`src/hdl/cfh_pkg.sv`:
```
// ----------------------------------------------------------------------------
// cfh_pkg: shared types and constants for the case-folding OAAT hash unit
// Mixing shifts, finalization shifts, fold range and hash floor.
// ----------------------------------------------------------------------------
package cfh_pkg;

  localparam int unsigned HashW = 32;
  localparam int unsigned ByteW = 8;

  localparam int unsigned MixShl    = 10;
  localparam int unsigned MixShr    = 6;
  localparam int unsigned FinShl1   = 3;
  localparam int unsigned FinShr    = 11;
  localparam int unsigned FinShl2   = 15;

  localparam logic [HashW-1:0] HashFloor = 32'd2;

  localparam logic [ByteW-1:0] FoldLo  = 8'h41;
  localparam logic [ByteW-1:0] FoldHi  = 8'h5A;
  localparam logic [ByteW-1:0] FoldAdd = 8'h20;

  // Mixed value handed from the mix stage to the finalizer.
  typedef struct packed {
    logic             valid;
    logic [HashW-1:0] hash;
  } mix_out_t;

  // ASCII upper case to lower case; everything else passes.
  function automatic logic [ByteW-1:0] fold_byte(input logic [ByteW-1:0] b);
    logic [ByteW-1:0] r;
    r = b;
    if (b >= FoldLo && b <= FoldHi) begin
      r = b + FoldAdd;
    end
    return r;
  endfunction

endpackage

```
`src/hdl/cfh_mix.sv`:
```
// ----------------------------------------------------------------------------
// cfh_mix: input register and per-byte mixing stage
// Holds the running hash; hands the mixed value on for words marked last.
// ----------------------------------------------------------------------------
module cfh_mix (
  input  logic                          clk_i,
  input  logic                          rst_ni,
  input  logic                          in_valid_i,
  output logic                          in_ready_o,
  input  logic [cfh_pkg::ByteW-1:0]     char_byte_i,
  input  logic                          byte_present_i,
  input  logic                          last_i,
  output cfh_pkg::mix_out_t             mix_o,
  input  logic                          mix_ready_i
);

  logic                          v_q;
  logic                          en_q;
  logic                          last_q;
  logic [cfh_pkg::ByteW-1:0]     byte_q;
  logic [cfh_pkg::HashW-1:0]     run_q;
  logic [cfh_pkg::HashW-1:0]     run_d;
  logic [cfh_pkg::HashW-1:0]     add_c;
  logic [cfh_pkg::HashW-1:0]     add_s;
  logic [cfh_pkg::HashW-1:0]     mixed;
  logic [cfh_pkg::HashW-1:0]     h_new;
  logic                          adv;

  // non-last words always drain; last words need room downstream
  assign adv        = v_q && (!last_q || mix_ready_i);
  assign in_ready_o = !v_q || adv;

  always_comb begin
    add_c = run_q + {{(cfh_pkg::HashW-cfh_pkg::ByteW){byte_q[cfh_pkg::ByteW-1]}}, byte_q};
    add_s = add_c + (add_c << cfh_pkg::MixShl);
    mixed = add_s ^ (add_s >> cfh_pkg::MixShr);
    h_new = en_q ? mixed : run_q;
    run_d = run_q;
    if (adv) begin
      run_d = last_q ? '0 : h_new;
    end
  end

  assign mix_o.valid = v_q && last_q;
  assign mix_o.hash  = h_new;

  always_ff @(posedge clk_i or negedge rst_ni) begin
    if (!rst_ni) begin
      v_q   <= 1'b0;
      run_q <= '0;
    end else begin
      run_q <= run_d;
      if (in_ready_o) begin
        v_q <= in_valid_i;
      end
    end
  end

  always_ff @(posedge clk_i) begin
    if (in_ready_o && in_valid_i) begin
      // a zero byte counts as no byte
      en_q   <= byte_present_i && (char_byte_i != '0);
      last_q <= last_i;
      byte_q <= cfh_pkg::fold_byte(char_byte_i);
    end
  end

endmodule

```
`src/hdl/cfh_final.sv`:
```
// ----------------------------------------------------------------------------
// cfh_final: two-stage finalizer with output register
// First stage: add-shift-3 and xor-shift-11. Second: add-shift-15 and floor.
// ----------------------------------------------------------------------------
module cfh_final (
  input  logic                          clk_i,
  input  logic                          rst_ni,
  input  cfh_pkg::mix_out_t             mix_i,
  output logic                          mix_ready_o,
  output logic                          out_valid_o,
  input  logic                          out_ready_i,
  output logic [cfh_pkg::HashW-1:0]     hash_value_o
);

  logic                          v1_q;
  logic [cfh_pkg::HashW-1:0]     h1_q;
  logic [cfh_pkg::HashW-1:0]     h1_d;
  logic [cfh_pkg::HashW-1:0]     a1;
  logic                          v2_q;
  logic [cfh_pkg::HashW-1:0]     h2_q;
  logic [cfh_pkg::HashW-1:0]     h2_d;
  logic [cfh_pkg::HashW-1:0]     a2;
  logic                          rdy2;
  logic                          rdy1;

  assign rdy2        = !v2_q || out_ready_i;
  assign rdy1        = !v1_q || rdy2;
  assign mix_ready_o = rdy1;

  always_comb begin
    a1   = mix_i.hash + (mix_i.hash << cfh_pkg::FinShl1);
    h1_d = a1 ^ (a1 >> cfh_pkg::FinShr);
    a2   = h1_q + (h1_q << cfh_pkg::FinShl2);
    h2_d = (a2 < cfh_pkg::HashFloor) ? a2 + cfh_pkg::HashFloor : a2;
  end

  always_ff @(posedge clk_i or negedge rst_ni) begin
    if (!rst_ni) begin
      v1_q <= 1'b0;
      v2_q <= 1'b0;
    end else begin
      if (rdy1) begin
        v1_q <= mix_i.valid;
      end
      if (rdy2) begin
        v2_q <= v1_q;
      end
    end
  end

  always_ff @(posedge clk_i) begin
    if (rdy1 && mix_i.valid) begin
      h1_q <= h1_d;
    end
    if (rdy2 && v1_q) begin
      h2_q <= h2_d;
    end
  end

  assign out_valid_o  = v2_q;
  assign hash_value_o = h2_q;

endmodule

```
`src/hdl/case_folding_one_at_a_time_hash_unit.sv`:
```
// ----------------------------------------------------------------------------
// case_folding_one_at_a_time_hash_unit: case-folding one-at-a-time hash
// Hashes one byte per word; emits the finalized hash for words marked last.
// ----------------------------------------------------------------------------
// Throughput: one word per cycle unless a last word waits on a full finalizer;
//   the per-byte mix stage closes its loop combinationally on the running hash register.
// Path: a last word's hash goes from the edge that accepts it to the output
//   through the input register, the finalize stage and the output register.
// Reset: clears running hash and all stage valid bits; no result pending.
module case_folding_one_at_a_time_hash_unit (
  input  logic                          clk_i,
  input  logic                          rst_ni,
  input  logic                          in_valid_i,
  output logic                          in_ready_o,
  input  logic [cfh_pkg::ByteW-1:0]     char_byte_i,
  input  logic                          byte_present_i,
  input  logic                          last_i,
  output logic                          out_valid_o,
  input  logic                          out_ready_i,
  output logic [cfh_pkg::HashW-1:0]     hash_value_o
);

  cfh_pkg::mix_out_t mix_s;
  logic              fin_ready;

  cfh_mix u_mix (
    .clk_i          (clk_i),
    .rst_ni         (rst_ni),
    .in_valid_i     (in_valid_i),
    .in_ready_o     (in_ready_o),
    .char_byte_i    (char_byte_i),
    .byte_present_i (byte_present_i),
    .last_i         (last_i),
    .mix_o          (mix_s),
    .mix_ready_i    (fin_ready)
  );

  cfh_final u_final (
    .clk_i        (clk_i),
    .rst_ni       (rst_ni),
    .mix_i        (mix_s),
    .mix_ready_o  (fin_ready),
    .out_valid_o  (out_valid_o),
    .out_ready_i  (out_ready_i),
    .hash_value_o (hash_value_o)
  );

  a_floor: assert property (@(posedge clk_i) disable iff (!rst_ni)
    out_valid_o |-> (hash_value_o >= cfh_pkg::HashFloor))
    else $error("hash below floor");

  // only a last word blocked by a full finalizer may stall the input
  a_stall_cause: assert property (@(posedge clk_i) disable iff (!rst_ni)
    !in_ready_o |-> (mix_s.valid && !fin_ready))
    else $error("input stalled without cause");

  a_mix_hold: assert property (@(posedge clk_i) disable iff (!rst_ni)
    (mix_s.valid && !fin_ready) |=> (mix_s.valid && $stable(mix_s.hash)))
    else $error("mixed word lost while stalled");

endmodule

```
`config.mk`:
```
export PLATFORM = sky130hd
export DESIGN_NAME = case_folding_one_at_a_time_hash_unit
export DESIGN_NICKNAME = d
export VERILOG_FILES = /design/src/hdl/cfh_pkg.sv /design/src/hdl/cfh_mix.sv /design/src/hdl/cfh_final.sv /design/src/hdl/case_folding_one_at_a_time_hash_unit.sv
export SDC_FILE = /design/constraint.sdc
export NUM_CORES = 1
export LEC_CHECK = 0
export BUFFER_PORTS_ARGS = -buffer_cell sky130_fd_sc_hd__buf_2
export CORE_AREA = 2 2 186 97
export DETAILED_ROUTE_END_ITERATION = 16
export DIE_AREA = 0 0 188 99
export GPL_ROUTABILITY_DRIVEN = 0
export GPL_TIMING_DRIVEN = 0
export PLACE_DENSITY = 0.82
export REMOVE_ABC_BUFFERS = 1
export SYNTH_ARGS = -nofsm -noshare
export SYNTH_HDL_FRONTEND = slang
export SYNTH_SLANG_ARGS = --single-unit
```
`constraint.sdc`:
```
create_clock -name clk_i -period 17.68 [get_ports clk_i]
set_input_delay 3.536 -clock clk_i [delete_from_list [all_inputs] [get_ports clk_i]]
set_output_delay 3.536 -clock clk_i [all_outputs]
set_load 0.005 [all_outputs]
```
==> impl_summary.md <==
Yosys
In this run, distinct cell masters in the synthesized netlist total 67. Ranked by total cell area, the synthesized netlist is headed by edfxtp_1 24%, ha_1 13%, dfrtp_1 9.6%. The sequential area share after synthesis is 33.8%. In the synthesized netlist the async set-or-reset flop fraction comes to 32.1%. The post-synthesis cell type with the largest combined area is edfxtp_1. Counting flops and latches in the post-synthesis netlist gives about 110.

The most frequently used flop master after synthesis is edfxtp_1. During synthesis, Yosys emitted a total of 0 warnings. The synthesized design contains 74 enable-type register cells. The cell count after synthesis is a little over 900.

The synthesized cell area is just over 9000 sq um. Averaged over all synthesized cells, the footprint is approximately 9.8 sq um. The synthesized design devotes to its leading area cell type about a quarter of total area.

Setup path
At the worst endpoint, the required time is approximately 18 ns. Counting stages on the worst path, the most repeated cell is a21oi_1. The data arrival at the endpoint of the critical path is between 9 and 10 ns.

The worst setup path startpoint is u_mix.byte_q[7]$_DFFE_PP_. The worst stage delay on the critical path is around 1.0 ns. Along the worst path, the maximum fanout reaches 25.

The cell family contributing the most delay on the critical path is compound AO/OA/AOI/OAI gates. The start-to-end type of the worst setup path is reg -> reg. The startpoint type of the worst setup path is a flop. The worst register-to-register path begins at u_mix.byte_q[7]$_DFFE_PP_. The sum of buffers and inverters on the critical path is 0. The critical path endpoint category is a flop.

The standard cell with the maximum stage delay on the critical path is edfxtp_1.

Clocking
The count of instances resized after the clock tree is built is 0. Clock tree synthesis inserted a total of 9 buffers. The tree is rooted in a clkbuf_16. In this run the post-CTS setup repair buffer count came out at 0. CTS saw approximately 110 sinks. No sink is reached through more buffers than the 2 on the longest clock path. The later-pin clock latency in the skew report is ~0.37 ns. The clock-pin slew of the registers on the worst-case setup and hold paths is about 0.070 ns.

TritonCTS built the clock tree. The CTS H-tree depth is 3. The hold buffer count at CTS is 0.

STA
For the final routed database, the setup TNS stands at 0 ns. Setup repair after global routing left no endpoint under its margin. The final number of setup-violating endpoints is 0. The clock arrives with between 0.015 and 0.02 ns of skew. The final count of pins violating max slew is 0. For the pin with the worst max-slew slack, the measured transition is between 1 and 1.5 ns. Headroom to the max-slew limit came out at between 15 and 20%.

The worst path uses about half of the clock period. The final critical-path required period is around 9.0 ns. The highest clock frequency the design can meet is approximately 110 MHz. The total count of hold-check failures in the final report is 0.

Layout
The final net count is 1075. The count of fill cells added during filler insertion is roughly 1400. Relative to the synthesized area, the layout overhead comes to 7.97%.

The area of all sequential standard cells is ~3100 sq um. The multi-input combinational cells in the finished layout cover a total of between 5000 and 6000 sq um. The most common library cell in the layout ignoring fill and taps is a21oi_1.

The number of diodes is 0. The layout cell share with drive strength beyond 1 is 10.8%. The top cell types in the final layout, fill and taps aside, are 101 x a21oi_1, 100 x xnor2_1, 97 x ha_1.

Drt
The final routed DRC violation total is 0. The total via count in the routed design is about 7500. The total wire length is 23.6 mm.

The routed wire length per instance is between 15 and 20 um. The routed via count divided by cell count is 6.22. The first detailed-routing pass took 5 iterations.

After the first detailed-routing iteration, the DRC count stood at 871. Once detail routing completed, the nets flagged for antenna violations numbered 0.

Floorplan
The count of boundary I/O pins is 48. The area of the core is roughly 17000 sq um. The initial utilization of the core area, before any placement, comes to between 50% and 60%. From left edge to right edge, the die measures approximately 190 um. The die covers between 15000 and 20000 sq um. In this run the core area contains 34 standard-cell rows. The die is about 100 um tall.

Global route
The global-route wire length before repair is 37.1 mm. The total grt overflow is 0. The initial antenna violation count is 0. The combined global-route utilization of all metal layers is about a quarter. The via count of the first global-routing pass is around 6800.

Entering global routing, the biggest net connects 36 pins.

Hold path
The class of the tightest hold or removal check is reg -> reg. In this run the most critical hold path is launched from u_final.h1_q[0]$_DFFE_PP_.

Status
The flow ran to the end, and the final reports show no timing, DRC or antenna violations.

Place
The wire-length estimate of the detail-placed layout is 18.9 mm. The count of input and output buffers is 47.

Job
The max-cap check violation count is 0.
## cells by family (layout without fill, tap and decap cells)
kind of cell	count (synthesis)	after routing	share of synthesized area, %
XOR/XNOR	144	144	14.8
AND/OR/NAND/NOR	172	172	9.01
flip-flops	109	109	33.8
buffers and inverters	76	109	3.17
AO/OA/AOI/OAI	316	316	23.3
multiplexers	12	12	1.45
adder cells (fa/ha/maj)	103	103	14.4
## Yosys cell counts, types with 8 or more instances
master	count
ha_1	97
edfxtp_1	74
inv_1	44
dfrtp_1	35
xor2_1	36
clkbuf_1	26
nand2b_1	10
a22o_1	26
nand2_1	32
o21a_1	14
o21ai_0	41
a21o_1	38
xnor2_1	100
a21oi_1	101
nor2b_1	11
nor2_1	58
mux2_2	10
nand3_1	24
o21bai_1	29
a31oi_1	8
## worst register-to-register path: cells and delay by family, from the launching register on
family	cells	cell delay (ns)
xor gates and xnor gates	4	1.65
and+or+nand+nor	5	0.68
DFF	1	1.03
adders and majority gates	3	1.27
AOI/OAI and AO/OA	20	4.05
## worst paths after layout
kind | end | slack (ns) | cells after the start
setup / recovery | u_final.h1_q[20]$_DFFE_PP_ | 8.73 | 32
hold / removal | u_final.hash_value_o[0]$_DFFE_PP_ | 0.48 | 0
setup reg to reg | u_final.h1_q[20]$_DFFE_PP_ | 8.73 | 32
hold reg to reg | u_final.hash_value_o[0]$_DFFE_PP_ | 0.48 | 0
max in group asynchronous | u_mix.run_q[4]$_DFFE_PN0P_ | 13.87 | 1
min in group asynchronous | u_mix.run_q[24]$_DFFE_PN0P_ | 3.27 | 1
## state kept, by name, indices dropped and copies added (netlist names)
signal,cells
u_final.h1_q,32
u_mix.v_q,1
u_mix.byte_q,8
u_final.hash_value_o,32
u_mix.en_q,1
u_final.out_valid_o,1
u_mix.last_q,1
u_final.v1_q,1
u_mix.run_q,32
## stage by stage
| step | worst slack [ns] | util [%] | instances | instance area [sq um] | hold slack [ns] |
|---|---|---|---|---|---|
| finish | 8.73 | 58.2 | 1199 | 9880 | 0.476 |
| global placement | 8.94 | 56.3 | 1181 | 9560 | 0.446 |
| detailed placement | 9.03 | 56.6 | 1183 | 9610 | 0.462 |
| CTS | 8.94 | 58.2 | 1199 | 9880 | 0.478 |
| global route | 8.16 | 58.2 | 1199 | 9880 | 0.487 |
| floorplan | 10.18 | - | 900 | 9030 | 0.433 |
## layer usage
layer | vias up | routed length (um) | global-route usage, %
li1 | 3511 | - | -
met1 | 3553 | 11500 | 41.4
met2 | 379 | 8840 | 33.3
met3 | 20 | 3080 | 8.55
met4 | 0 | 118 | 3.21
met5 | - | 0 | 0
## final cells by class
cell class | count | area share (%)
sequential | 109 | 31.3
clock buffer | 9 | 2.28
timing repair buffer | 49 | 2.81
tap | 234 | 2.96
multi-input combinational | 747 | 58.4
clock inverter | 7 | 0.481
inverter | 44 | 1.67
Power is left out: the tool's default activity adds up to more than one toggle a clock period on the data nets, which glitch-free logic cannot reach.
